--- src/hdl/lcdw_pkg.sv ---
// Shared types, codes and constants for the character LCD nibble writer.
// No dependencies; the decode, serializer and top files refer to it by scoped names.
package lcdw_pkg;

  // Default display geometry
  localparam int COLUMNS_DEFAULT = 20;
  localparam int ROWS_DEFAULT    = 4;

  // Display command codes
  typedef enum logic [2:0] {
    CMD_PUT       = 3'd0,
    CMD_CURSOR    = 3'd1,
    CMD_CLEAR     = 3'd2,
    CMD_HOME      = 3'd3,
    CMD_BACKLIGHT = 3'd4
  } lcdw_cmd_t;

  // Control characters handled by put
  localparam logic [7:0] CH_NEWLINE   = 8'h0A;
  localparam logic [7:0] CH_RETURN    = 8'h0D;
  localparam logic [7:0] CH_BACKSPACE = 8'h08;

  // LCD instruction bytes
  localparam logic [7:0] LCD_SET_DDRAM = 8'h80;
  localparam logic [7:0] INSTR_CLEAR   = 8'h01;
  localparam logic [7:0] INSTR_HOME    = 8'h02;

  // Wait hints in milliseconds
  localparam logic [2:0] WAIT_NONE   = 3'd0;
  localparam logic [2:0] WAIT_STROBE = 3'd1;
  localparam logic [2:0] WAIT_DATA   = 3'd2;
  localparam logic [2:0] WAIT_CURSOR = 3'd3;
  localparam logic [2:0] WAIT_CLEAR  = 3'd5;

  // Three expander bytes per nibble
  typedef enum logic [1:0] {
    PH_PLAIN   = 2'd0,
    PH_EN_HIGH = 2'd1,
    PH_EN_LOW  = 2'd2
  } lcdw_phase_t;

  // Byte plan for one command: one or two LCD bytes, or a lone backlight byte
  typedef struct packed {
    logic       single;  // lone backlight byte, no nibbles
    logic       two;     // second LCD byte (cursor placement) follows
    logic [7:0] val0;
    logic       rs0;
    logic [2:0] wait0;   // wait on the final byte of the first LCD byte
    logic [7:0] val1;
    logic [2:0] wait1;
    logic       bl;
    logic [4:0] col;
    logic [1:0] row;
  } lcdw_plan_t;

  // DDRAM start address of each display line
  function automatic logic [7:0] line_start(input logic [1:0] row);
    logic [7:0] addr;
    case (row)
      2'd0:    addr = 8'h00;
      2'd1:    addr = 8'h40;
      2'd2:    addr = 8'h14;
      2'd3:    addr = 8'h54;
      default: addr = 8'h00;
    endcase
    return addr;
  endfunction

  // Set-DDRAM-address instruction for a cursor position
  function automatic logic [7:0] cursor_cmd(input logic [4:0] col, input logic [1:0] row);
    return LCD_SET_DDRAM | (line_start(row) + {3'b000, col});
  endfunction

endpackage

--- src/hdl/lcdw_cmd_if.sv ---
// Command channel of the LCD nibble writer: valid/ready plus command fields.
// No dependencies.
interface lcdw_cmd_if;
  logic       valid;
  logic       ready;
  logic [2:0] command;
  logic [7:0] char_code;
  logic [7:0] target_column;
  logic [7:0] target_row;
  logic       backlight_request;

  modport source (
    output valid, command, char_code, target_column, target_row, backlight_request,
    input  ready
  );
  modport sink (
    input  valid, command, char_code, target_column, target_row, backlight_request,
    output ready
  );
endinterface

--- src/hdl/lcdw_byte_if.sv ---
// Expander byte channel of the LCD nibble writer: valid/ready plus byte fields.
// No dependencies.
interface lcdw_byte_if;
  logic       valid;
  logic       ready;
  logic [7:0] expander_byte;
  logic [2:0] wait_after_ms;
  logic       last;
  logic [4:0] column_now;
  logic [1:0] row_now;

  modport source (
    output valid, expander_byte, wait_after_ms, last, column_now, row_now,
    input  ready
  );
  modport sink (
    input  valid, expander_byte, wait_after_ms, last, column_now, row_now,
    output ready
  );
endinterface

--- src/hdl/lcdw_decode.sv ---
// Command decode: cursor and backlight state, and the byte plan register.
// Depends on lcdw_pkg and lcdw_cmd_if.
module lcdw_decode #(
  parameter int COLUMNS = lcdw_pkg::COLUMNS_DEFAULT,
  parameter int ROWS    = lcdw_pkg::ROWS_DEFAULT
) (
  input  logic                clk,
  input  logic                rst,
  lcdw_cmd_if.sink            commands,
  output lcdw_pkg::lcdw_plan_t plan,
  output logic                plan_valid,
  input  logic                plan_take
);

  logic [4:0] cursor_column, cursor_column_next;
  logic [1:0] cursor_line, cursor_line_next;
  logic       backlight_lit, backlight_lit_next;

  lcdw_pkg::lcdw_plan_t plan_next;
  logic                 has_out;
  logic                 accept;
  logic [2:0]           line_inc;
  logic [1:0]           line_wrap;
  logic [4:0]           column_inc;
  logic [4:0]           clamp_col;
  logic [1:0]           clamp_row;

  // Take a command whenever the plan register is free or being emptied
  assign commands.ready = !plan_valid || plan_take;
  assign accept         = commands.valid && commands.ready;

  // Neighbor positions and clamped operands
  always_comb begin
    line_inc   = {1'b0, cursor_line} + 3'd1;
    line_wrap  = (line_inc >= 3'(ROWS)) ? 2'd0 : line_inc[1:0];
    column_inc = cursor_column + 5'd1;
    clamp_col  = (commands.target_column >= 8'(COLUMNS)) ? 5'(COLUMNS - 1)
                                                        : commands.target_column[4:0];
    clamp_row  = (commands.target_row >= 8'(ROWS)) ? 2'(ROWS - 1)
                                                  : commands.target_row[1:0];
  end

  // Decode the command into next state and a byte plan
  always_comb begin
    cursor_column_next = cursor_column;
    cursor_line_next   = cursor_line;
    backlight_lit_next = backlight_lit;
    has_out            = 1'b0;
    plan_next          = '0;
    plan_next.wait0    = lcdw_pkg::WAIT_CURSOR;
    plan_next.wait1    = lcdw_pkg::WAIT_CURSOR;
    case (lcdw_pkg::lcdw_cmd_t'(commands.command))
      lcdw_pkg::CMD_PUT: begin
        if (commands.char_code == lcdw_pkg::CH_NEWLINE) begin
          has_out            = 1'b1;
          cursor_column_next = 5'd0;
          cursor_line_next   = line_wrap;
        end else if (commands.char_code == lcdw_pkg::CH_RETURN) begin
          has_out            = 1'b1;
          cursor_column_next = 5'd0;
        end else if (commands.char_code == lcdw_pkg::CH_BACKSPACE) begin
          if (cursor_column != 5'd0) begin
            has_out            = 1'b1;
            cursor_column_next = cursor_column - 5'd1;
          end else if (cursor_line != 2'd0) begin
            has_out            = 1'b1;
            cursor_column_next = 5'(COLUMNS - 1);
            cursor_line_next   = cursor_line - 2'd1;
          end
        end else begin
          // Data byte, then wrap to the next line at the right edge
          has_out         = 1'b1;
          plan_next.rs0   = 1'b1;
          plan_next.wait0 = lcdw_pkg::WAIT_DATA;
          if (column_inc >= 5'(COLUMNS)) begin
            plan_next.two      = 1'b1;
            cursor_column_next = 5'd0;
            cursor_line_next   = line_wrap;
          end else begin
            cursor_column_next = column_inc;
          end
        end
        if (plan_next.rs0) begin
          plan_next.val0 = commands.char_code;
          plan_next.val1 = lcdw_pkg::cursor_cmd(cursor_column_next, cursor_line_next);
        end else begin
          plan_next.val0 = lcdw_pkg::cursor_cmd(cursor_column_next, cursor_line_next);
        end
      end
      lcdw_pkg::CMD_CURSOR: begin
        has_out            = 1'b1;
        cursor_column_next = clamp_col;
        cursor_line_next   = clamp_row;
        plan_next.val0     = lcdw_pkg::cursor_cmd(clamp_col, clamp_row);
      end
      lcdw_pkg::CMD_CLEAR, lcdw_pkg::CMD_HOME: begin
        has_out            = 1'b1;
        cursor_column_next = 5'd0;
        cursor_line_next   = 2'd0;
        plan_next.wait0    = lcdw_pkg::WAIT_CLEAR;
        plan_next.val0     = (commands.command == lcdw_pkg::CMD_CLEAR) ?
                             lcdw_pkg::INSTR_CLEAR : lcdw_pkg::INSTR_HOME;
      end
      lcdw_pkg::CMD_BACKLIGHT: begin
        has_out            = 1'b1;
        plan_next.single   = 1'b1;
        backlight_lit_next = commands.backlight_request;
      end
      default: begin
        has_out = 1'b0;
      end
    endcase
    plan_next.bl  = backlight_lit_next;
    plan_next.col = cursor_column_next;
    plan_next.row = cursor_line_next;
  end

  // Update cursor state and the plan valid flag
  always_ff @(posedge clk) begin
    if (rst) begin
      cursor_column <= 5'd0;
      cursor_line   <= 2'd0;
      backlight_lit <= 1'b1;
      plan_valid    <= 1'b0;
    end else begin
      if (accept) begin
        cursor_column <= cursor_column_next;
        cursor_line   <= cursor_line_next;
        backlight_lit <= backlight_lit_next;
        plan_valid    <= has_out;
      end else if (plan_take) begin
        plan_valid <= 1'b0;
      end
    end
  end

  // Load the plan payload
  always_ff @(posedge clk) begin
    if (accept) begin
      plan <= plan_next;
    end
  end

  // A waiting plan holds until the serializer takes it
  assert property (@(posedge clk) disable iff (rst)
    plan_valid && !plan_take |=> plan_valid && $stable(plan))
    else $error("plan changed before it was taken");

  // The cursor never leaves the display
  assert property (@(posedge clk) disable iff (rst)
    (cursor_column < 5'(COLUMNS)) && ({1'b0, cursor_line} < 3'(ROWS)))
    else $error("cursor out of range");

  // Unused command codes leave no plan behind
  assert property (@(posedge clk) disable iff (rst)
    accept && (commands.command > lcdw_pkg::CMD_BACKLIGHT) |=> !plan_valid)
    else $error("unused command produced bytes");

endmodule

--- src/hdl/lcdw_serializer.sv ---
// Byte serializer: walks a plan out as expander bytes, three per nibble.
// Depends on lcdw_pkg and lcdw_byte_if.
module lcdw_serializer (
  input  logic                 clk,
  input  logic                 rst,
  input  lcdw_pkg::lcdw_plan_t plan_in,
  input  logic                 plan_valid,
  output logic                 plan_take,
  lcdw_byte_if.source          expander
);

  lcdw_pkg::lcdw_plan_t  plan;
  logic                  busy;
  logic                  sel;    // which LCD byte of the plan
  logic                  nib;    // 0 high nibble, 1 low nibble
  lcdw_pkg::lcdw_phase_t phase;

  logic       fire;
  logic       is_last;
  logic [7:0] cur_val;
  logic       cur_rs;
  logic [2:0] cur_wait;
  logic [3:0] nibble;

  assign fire      = expander.valid && expander.ready;
  assign plan_take = plan_valid && (!busy || (fire && is_last));

  // Build the current expander byte: nibble, backlight, EN, 0, RS
  always_comb begin
    cur_val  = sel ? plan.val1 : plan.val0;
    cur_rs   = sel ? 1'b0 : plan.rs0;
    cur_wait = sel ? plan.wait1 : plan.wait0;
    nibble   = nib ? cur_val[3:0] : cur_val[7:4];
    is_last  = plan.single || ((phase == lcdw_pkg::PH_EN_LOW) && nib && (sel || !plan.two));
    if (plan.single) begin
      expander.expander_byte = {4'b0000, plan.bl, 3'b000};
      expander.wait_after_ms = lcdw_pkg::WAIT_NONE;
    end else begin
      case (phase)
        lcdw_pkg::PH_EN_HIGH: begin
          expander.expander_byte = {nibble, plan.bl, 1'b1, 1'b0, cur_rs};
          expander.wait_after_ms = lcdw_pkg::WAIT_STROBE;
        end
        lcdw_pkg::PH_EN_LOW: begin
          expander.expander_byte = {nibble, plan.bl, 1'b0, 1'b0, cur_rs};
          expander.wait_after_ms = nib ? cur_wait : lcdw_pkg::WAIT_STROBE;
        end
        default: begin
          expander.expander_byte = {nibble, plan.bl, 1'b0, 1'b0, cur_rs};
          expander.wait_after_ms = lcdw_pkg::WAIT_NONE;
        end
      endcase
    end
  end

  assign expander.valid      = busy;
  assign expander.last       = is_last;
  assign expander.column_now = plan.col;
  assign expander.row_now    = plan.row;

  // Advance through phases, nibbles and LCD bytes; load the next plan
  always_ff @(posedge clk) begin
    if (rst) begin
      busy  <= 1'b0;
      sel   <= 1'b0;
      nib   <= 1'b0;
      phase <= lcdw_pkg::PH_PLAIN;
    end else if (plan_take) begin
      busy  <= 1'b1;
      sel   <= 1'b0;
      nib   <= 1'b0;
      phase <= lcdw_pkg::PH_PLAIN;
    end else if (fire) begin
      if (is_last) begin
        busy <= 1'b0;
      end else begin
        case (phase)
          lcdw_pkg::PH_PLAIN:   phase <= lcdw_pkg::PH_EN_HIGH;
          lcdw_pkg::PH_EN_HIGH: phase <= lcdw_pkg::PH_EN_LOW;
          default: begin
            phase <= lcdw_pkg::PH_PLAIN;
            nib   <= !nib;
            if (nib) begin
              sel <= 1'b1;
            end
          end
        endcase
      end
    end
  end

  // Hold the plan being sent
  always_ff @(posedge clk) begin
    if (plan_take) begin
      plan <= plan_in;
    end
  end

  // After the final byte the walk restarts or stops
  assert property (@(posedge clk) disable iff (rst)
    fire && is_last |=> !busy || (phase == lcdw_pkg::PH_PLAIN && !nib && !sel))
    else $error("walk did not restart after final byte");

  // A backlight byte never advances the walk
  assert property (@(posedge clk) disable iff (rst)
    busy && plan.single |-> (phase == lcdw_pkg::PH_PLAIN) && !nib && !sel)
    else $error("backlight byte walked nibbles");

  // The second LCD byte is reached only when the plan has one
  assert property (@(posedge clk) disable iff (rst)
    busy && sel |-> plan.two)
    else $error("second LCD byte without plan");

endmodule

--- src/hdl/char_lcd_cursor_nibble_writer_top.sv ---
// Top level of the character LCD cursor nibble writer.
// Depends on lcdw_pkg, lcdw_cmd_if, lcdw_byte_if, lcdw_decode and lcdw_serializer.
//
// Each display command (put character, set cursor, clear, home, backlight) is
// decoded into a registered byte plan while the cursor and backlight state
// update; commands are taken back to back whenever the plan register is free or
// being handed on. The serializer then sends one expander byte per cycle while
// the sink is ready: a backlight command makes 1 byte, an LCD byte makes 6
// (three per nibble, high nibble first), and a printable character that wraps
// makes 12. The output port carries a single byte, so a command's bytes go out
// one after another; the serializer takes the next plan as it sends the last
// byte of the current one. Backspace at home and unused codes make no bytes.
// Each byte carries its wait hint, a last flag and the cursor position after
// the command.
module char_lcd_cursor_nibble_writer_top #(
  parameter int COLUMNS = lcdw_pkg::COLUMNS_DEFAULT,
  parameter int ROWS    = lcdw_pkg::ROWS_DEFAULT
) (
  input  logic        clk,
  input  logic        rst,
  lcdw_cmd_if.sink    commands,
  lcdw_byte_if.source expander
);

  lcdw_pkg::lcdw_plan_t plan;
  logic                 plan_valid;
  logic                 plan_take;

  // Decode commands and track the cursor
  lcdw_decode #(
    .COLUMNS (COLUMNS),
    .ROWS    (ROWS)
  ) u_decode (
    .clk        (clk),
    .rst        (rst),
    .commands   (commands),
    .plan       (plan),
    .plan_valid (plan_valid),
    .plan_take  (plan_take)
  );

  // Send the plan out as expander bytes
  lcdw_serializer u_serializer (
    .clk        (clk),
    .rst        (rst),
    .plan_in    (plan),
    .plan_valid (plan_valid),
    .plan_take  (plan_take),
    .expander   (expander)
  );

endmodule
--- src/flat_wrapper.sv ---
// flat-port wrapper written by rule: the top's interface ports become plain ports
module char_lcd_cursor_nibble_writer_top_flat 
#(
  parameter int COLUMNS = lcdw_pkg::COLUMNS_DEFAULT,
  parameter int ROWS    = lcdw_pkg::ROWS_DEFAULT
)
  (clk, rst, commands_valid, commands_command, commands_char_code, commands_target_column, commands_target_row, commands_backlight_request, commands_ready, expander_valid, expander_expander_byte, expander_wait_after_ms, expander_last, expander_column_now, expander_row_now, expander_ready);
  lcdw_cmd_if commands_i ();
  lcdw_byte_if expander_i ();
  input  logic clk;
  input  logic rst;
  input wire logic [$bits(commands_i.valid)-1:0] commands_valid;
  input wire logic [$bits(commands_i.command)-1:0] commands_command;
  input wire logic [$bits(commands_i.char_code)-1:0] commands_char_code;
  input wire logic [$bits(commands_i.target_column)-1:0] commands_target_column;
  input wire logic [$bits(commands_i.target_row)-1:0] commands_target_row;
  input wire logic [$bits(commands_i.backlight_request)-1:0] commands_backlight_request;
  output wire logic [$bits(commands_i.ready)-1:0] commands_ready;
  output wire logic [$bits(expander_i.valid)-1:0] expander_valid;
  output wire logic [$bits(expander_i.expander_byte)-1:0] expander_expander_byte;
  output wire logic [$bits(expander_i.wait_after_ms)-1:0] expander_wait_after_ms;
  output wire logic [$bits(expander_i.last)-1:0] expander_last;
  output wire logic [$bits(expander_i.column_now)-1:0] expander_column_now;
  output wire logic [$bits(expander_i.row_now)-1:0] expander_row_now;
  input wire logic [$bits(expander_i.ready)-1:0] expander_ready;
  assign commands_i.valid = commands_valid;
  assign commands_i.command = commands_command;
  assign commands_i.char_code = commands_char_code;
  assign commands_i.target_column = commands_target_column;
  assign commands_i.target_row = commands_target_row;
  assign commands_i.backlight_request = commands_backlight_request;
  assign commands_ready = commands_i.ready;
  assign expander_valid = expander_i.valid;
  assign expander_expander_byte = expander_i.expander_byte;
  assign expander_wait_after_ms = expander_i.wait_after_ms;
  assign expander_last = expander_i.last;
  assign expander_column_now = expander_i.column_now;
  assign expander_row_now = expander_i.row_now;
  assign expander_i.ready = expander_ready;
  char_lcd_cursor_nibble_writer_top #(.COLUMNS(COLUMNS), .ROWS(ROWS)) u_core (.clk(clk), .rst(rst), .commands(commands_i), .expander(expander_i));
endmodule
--- config.mk ---
export PLATFORM = sky130hd
export DESIGN_NAME = char_lcd_cursor_nibble_writer_top_flat
export DESIGN_NICKNAME = d
export VERILOG_FILES = /design/src/hdl/lcdw_pkg.sv /design/src/hdl/lcdw_cmd_if.sv /design/src/hdl/lcdw_byte_if.sv /design/src/hdl/lcdw_decode.sv /design/src/hdl/lcdw_serializer.sv /design/src/hdl/char_lcd_cursor_nibble_writer_top.sv /design/src/flat_wrapper.sv
export SDC_FILE = /design/constraint.sdc
export NUM_CORES = 1
export LEC_CHECK = 0
export BUFFER_PORTS_ARGS = -buffer_cell sky130_fd_sc_hd__buf_2
export CAP_MARGIN = 20
export CORE_MARGIN = 5
export CORE_UTILIZATION = 50
export CTS_BUF_LIST = sky130_fd_sc_hd__clkbuf_4
export DETAILED_ROUTE_END_ITERATION = 16
export PLACE_DENSITY = 0.76
export SLEW_MARGIN = 10
export SYNTH_ARGS = -nofsm -noshare
export SYNTH_HDL_FRONTEND = slang
export SYNTH_SLANG_ARGS = --single-unit
--- constraint.sdc ---
create_clock -name clk -period 3.2 [get_ports clk]
set_clock_uncertainty 0.05 [all_clocks]
set_input_delay 0 -clock clk [delete_from_list [all_inputs] [get_ports clk]]
set_output_delay 0 -clock clk [all_outputs]
set_load 0.01 [all_outputs]
# Word level (Yosys, flattened, before mapping)
# Index checks and enable logic that the tools add are counted.
dict set report totals {
  register_bits 74
  in_bits 32
  output_inout_bits 21
}
dict set report classes {
  n_addsub 7
  magnitude_cmp 4
  eq_ne 15
  muxes 59
  bitwise_logic 3
  reduce_logical 33
}
# cell count
set op_table {}
lappend op_table {{case mux 7 bit (4 select lines)} 2}
lappend op_table {{2-to-1 mux 5 bit} 8}
lappend op_table {{2-to-1 mux 7 bit} 5}
lappend op_table {{2-to-1 mux 8 bit} 4}
lappend op_table {{equality test 8 x 4 -> 1 bit (second input constant)} 3}
lappend op_table {{case mux 8 bit (3 select lines)} 1}
lappend op_table {{adder 7 x 5 -> 7 bit} 3}
lappend op_table {{2-to-1 mux 2 bit} 10}
lappend op_table {{2-to-1 mux 4 bit} 5}
lappend op_table {{case mux 5 bit (3 select lines)} 1}
lappend op_table {{2-to-1 mux 1 bit} 14}
lappend op_table {{2-to-1 mux 3 bit} 4}
lappend op_table {{case mux 3 bit (2 select lines)} 2}
lappend op_table {{equality test 2 bit (second input constant)} 5}
lappend op_table {{>= comparator 8 x 3 -> 1 bit (second input constant)} 1}
lappend op_table {{>= comparator 8 x 5 -> 1 bit (second input constant)} 1}
lappend op_table {{nonzero test 2 bit} 4}
lappend op_table {{OR reduction 4 bit} 2}
lappend op_table {{equality test 2 x 1 -> 1 bit (second input constant)} 3}
lappend op_table {{equality test 3 x 2 -> 1 bit (second input constant)} 2}
lappend op_table {{logical AND 1 bit} 6}
lappend op_table {{logical NOT 2 bit} 3}
lappend op_table {{case mux 2 bit (3 select lines)} 1}
lappend op_table {{AND reduction 2 bit} 3}
lappend op_table {{18 further kinds} 28}

# Depth between registers and ports, before layout
dict set report logic_depth {
  word_depth 15
  depth_mapped 13
  depth_no_buf 12
}

# Modules after synthesis
# From an unflattened synthesis, not the netlist that was laid out.
dict set report unflattened {
  hier_cells 366
  area_unflattened_um2 4160.2
}
# module n_inst cells_each area_per_inst_um2 seq_area_each_um2
set modules_own_cells {}
lappend modules_own_cells {lcdw_decode 1 267 2568.7 1051.0}
lappend modules_own_cells {lcdw_serializer 1 99 1591.5 1091.0}

# Worst setup path after synthesis
# No wires, ideal clock.
dict set report synth_timing {
  kind {reg-to-reg}
  start {register u_core.u_decode.cursor_column[0]}
  end {register, netlist name u_core.u_decode.plan[26]}
  setup_time_ns 0.263
  arrival_ns 2.635
  setup_slack_ns 0.252
  path_stages_with_launch 14
  cell_sequence {dfxtp_1 > clkbuf_1 > inv_1 > ha_1 > or4b_4 > nor3_1 > o41ai_1 > a311o_2 > ha_1 > ha_1 > mux2i_1 > nor2_1 > a21oi_1 > nor2_1}
}
# item line_no
set synth_rtl {}
lappend synth_rtl {{start: declaration} lcdw_decode.sv:15} ;# logic [4:0] cursor_column, cursor_column_next;
lappend synth_rtl {{start signal: assignment} lcdw_decode.sv:127} ;# cursor_column <= cursor_column_next;

==> impl_metrics.json <==
{
  "n_fill_cell": 672,
  "wl_per_cell_um": 18.0,
  "timing.final.crit_share_pct": 94.3,
  "dr.pass1.iters": 5,
  "via_per_inst": 5.86,
  "ios": 53,
  "grt_max_degree": 30,
  "critPathCaptureType": "flop",
  "start_kind": "flop",
  "power_density_nw_per_um2": 421,
  "cts_buffers": 9,
  "dp_slack_ps": 123,
  "worstMarginPinSlew_ps": 576,
  "ant_nets": 0,
  "multi_input_area_sq_um": 1710,
  "gp_congestion": 1.02,
  "power.leakage_uw": 0.00176,
  "dpl.hpwl_mm": 6.99,
  "num_vias": 3104,
  "max_freq_mhz": 331,
  "setup_viol": 0,
  "path_class": "reg -> reg",
  "diodes": 0,
  "synth_warnings": 0,
  "cap_violations": 0,
  "antenna_found_initial": 0,
  "fp.dieArea_sq_um": 9690,
  "cts_tree": "yes",
  "hold_viol": 0,
  "rsz0062_at_grt": "no",
  "cts.sinks": 72,
  "yosysMostFrequentCell": "edfxtp_1",
  "hold_ws_ps": 22.5,
  "synth_common_cells": "58 x edfxtp_1, 32 x nor2_1, 24 x nand2_1, 18 x inv_1, 17 x o21ai_0",
  "drive_gt1_share_pct": 23.8,
  "grt_overflow_total": 0,
  "maxSlewHeadroom_pct": 60.6,
  "hold_path_depth": 4,
  "fin_tns_setup_ps": 0,
  "arrival_ps": 3140,
  "fin_ws_ps": 181,
  "status": "complete, no violations",
  "min_path_type": "in -> reg",
  "dieWidth_um": 98.5,
  "synth.area.top_cells": "edfxtp_1 45%, dfxtp_1 7.2%, ha_1 4.8%",
  "reg2reg_depth": 12,
  "start_util_pct": 50.9,
  "fin_util_pct": 58.7,
  "ys_types": 69,
  "syn_nets": 409,
  "cts_root_buffer": "clkbuf_4",
  "coreArea_sq_um": 7690,
  "grt_pass1_vias": 3027,
  "post-cts-setup-buffer-count": 0,
  "htreeDepth": 3,
  "port_buffers": 51,
  "synth_top_area_share_pct": 44.5,
  "clock_path_buffers": 2,
  "clk_latency_ps": 410,
  "ys_ff_latch": 72,
  "worst_ep_required_time_ps": 3320,
  "wirelength_mm": 9.54,
  "first_iter_violations": 266,
  "synthArstFlopShare_pct": 0,
  "ff_latch_area_sq_um": 2020,
  "synth_edf_count": 58,
  "synth-main-ff-cell": "edfxtp_1",
  "slew_viol_final": 0,
  "syn_avg_cell_area_sq_um": 10.8,
  "finalCriticalPeriod_ps": 3020,
  "clkTransAtPathRegs_ps": 120,
  "yosys.area.top_type": "edfxtp_1",
  "cp_max_fo": 8,
  "rows": 32,
  "seq_area_frac_synth_pct": 51.7,
  "syn_area_sq_um": 3910,
  "drc": 0,
  "nets": 470,
  "grt_usage_pct": 20.2,
  "peakVddDrop_v": 0.000187,
  "area_growth_pct": 15.4,
  "dieHeight_um": 98.5,
  "synth_cells": 362,
  "grt_pass1_wl_mm": 15.4
}
==> cells by family after synthesis <==
logic type	after synthesis	synth area share, %
AO/OA/AOI/OAI	82	14.4
XOR/XNOR	4	0.896
adder cells (fa/ha/maj)	15	4.80
buffers and inverters	42	4.96
flip-flops	72	51.7
multiplexers	11	4.13
other	1	0.0958
AND/OR/NAND/NOR	135	19.0
==> cell usage in the layout (no fill, tap or decap), types with 6 or more instances in the layout <==
| cell | netlist | layout |
|---|---|---|
| nor2b_1 | 9 | 9 |
| and2_1 | 9 | 9 |
| nand2b_1 | 8 | 8 |
| clkbuf_4 | 0 | 10 |
| nor2_1 | 32 | 31 |
| buf_2 | 2 | 51 |
| nand2_1 | 24 | 24 |
| ha_1 | 15 | 14 |
| mux2i_1 | 6 | 6 |
| nor3_1 | 12 | 12 |
| a31oi_1 | 9 | 9 |
| o21ai_0 | 17 | 17 |
| buf_4 | 9 | 12 |
| dlygate4sd3_1 | 0 | 10 |
| edfxtp_1 | 58 | 58 |
| dfxtp_1 | 14 | 13 |
| inv_1 | 18 | 18 |
| a21oi_1 | 16 | 16 |
==> where the power goes <==
part | internal, uW | total (uW) | switching, uW
sequential | 1070 | 1090 | 23.4
clock | 244 | 567 | 323
combinational | 98.2 | 242 | 144
==> critical path, stage by stage, from the launching register on <==
cell and delay, ps:
dfxtp_2 390, inv_1 150, ha_4 180, or4b_4 500, nor3_1 160, o41ai_1 90, a311o_2 350, ha_1 220
ha_1 290, mux2i_1 140, nor2_1 60, a21oi_1 150, nor2_1 60
==> sequential cells by signal (all words and copies together) (netlist names) <==
| name | count |
|---|---|
| u_core.u_decode.plan_valid | 1 |
| u_core.u_decode.backlight_lit | 1 |
| u_core.u_decode.cursor_line | 2 |
| u_core.u_serializer.phase | 2 |
| u_core.u_serializer.expander.valid | 1 |
| u_core.u_decode.cursor_column | 5 |
| u_core.u_serializer.plan | 22 |
| u_core.u_serializer.nib | 1 |
| u_core.u_decode.plan | 29 |
| u_core.u_serializer.sel | 1 |
| u_core.u_serializer.expander.column_now | 5 |
| u_core.u_serializer.expander.row_now | 2 |
==> final cells by class <==
cell class | instances | share of cell area, %
sequential | 72 | 44.8
tap | 102 | 2.83
inverter | 19 | 1.58
clock inverter | 6 | 1.36
clock buffer | 10 | 1.66
timing repair buffer | 73 | 9.86
multi-input combinational | 248 | 37.9
==> metrics by stage <==
step / total power, uW / instances / area, sq um
6_report: 1900 / 530 / 4520
3_3_place_gp: 1330 / 504 / 4270
4_1_cts: 1900 / 530 / 4500
2_1_floorplan: 1250 / 362 / 3910
3_5_place_dp: 1340 / 504 / 4270
5_1_grt: 1980 / 530 / 4520
==> layer usage <==
layer | track usage, % | routed length [um] | up-vias
met5 | 0 | 0 | -
met4 | 9.03 | 282 | 0
met3 | 4.25 | 789 | 25
met2 | 32.6 | 4550 | 164
met1 | 26.4 | 3920 | 1446
li1 | - | - | 1469
==> final timing paths <==
kind,slack [ps],to,startpoint
min,20,u_core.u_decode.cursor_line[0]$_SDFFE_PP0P_,commands_target_row[0]
max reg2reg,180,u_core.u_decode.plan[26]$_DFFE_PP_,u_core.u_decode.cursor_column[1]$_SDFFE_PP0P_
min reg2reg,380,u_core.u_serializer.plan[25]$_DFFE_PP_,u_core.u_decode.plan[25]$_DFFE_PP_
max,180,u_core.u_decode.plan[26]$_DFFE_PP_,u_core.u_decode.cursor_column[1]$_SDFFE_PP0P_
==> what timing repair did <==
action / 4_1_cts / 5_1_grt
setup endpoints to repair: 0 / 3
hold endpoints to repair: 14 / 0
resized for setup: 0 / 3
hold buffers: 10 / 0
Note: power is estimated with default switching activity, not from simulation.
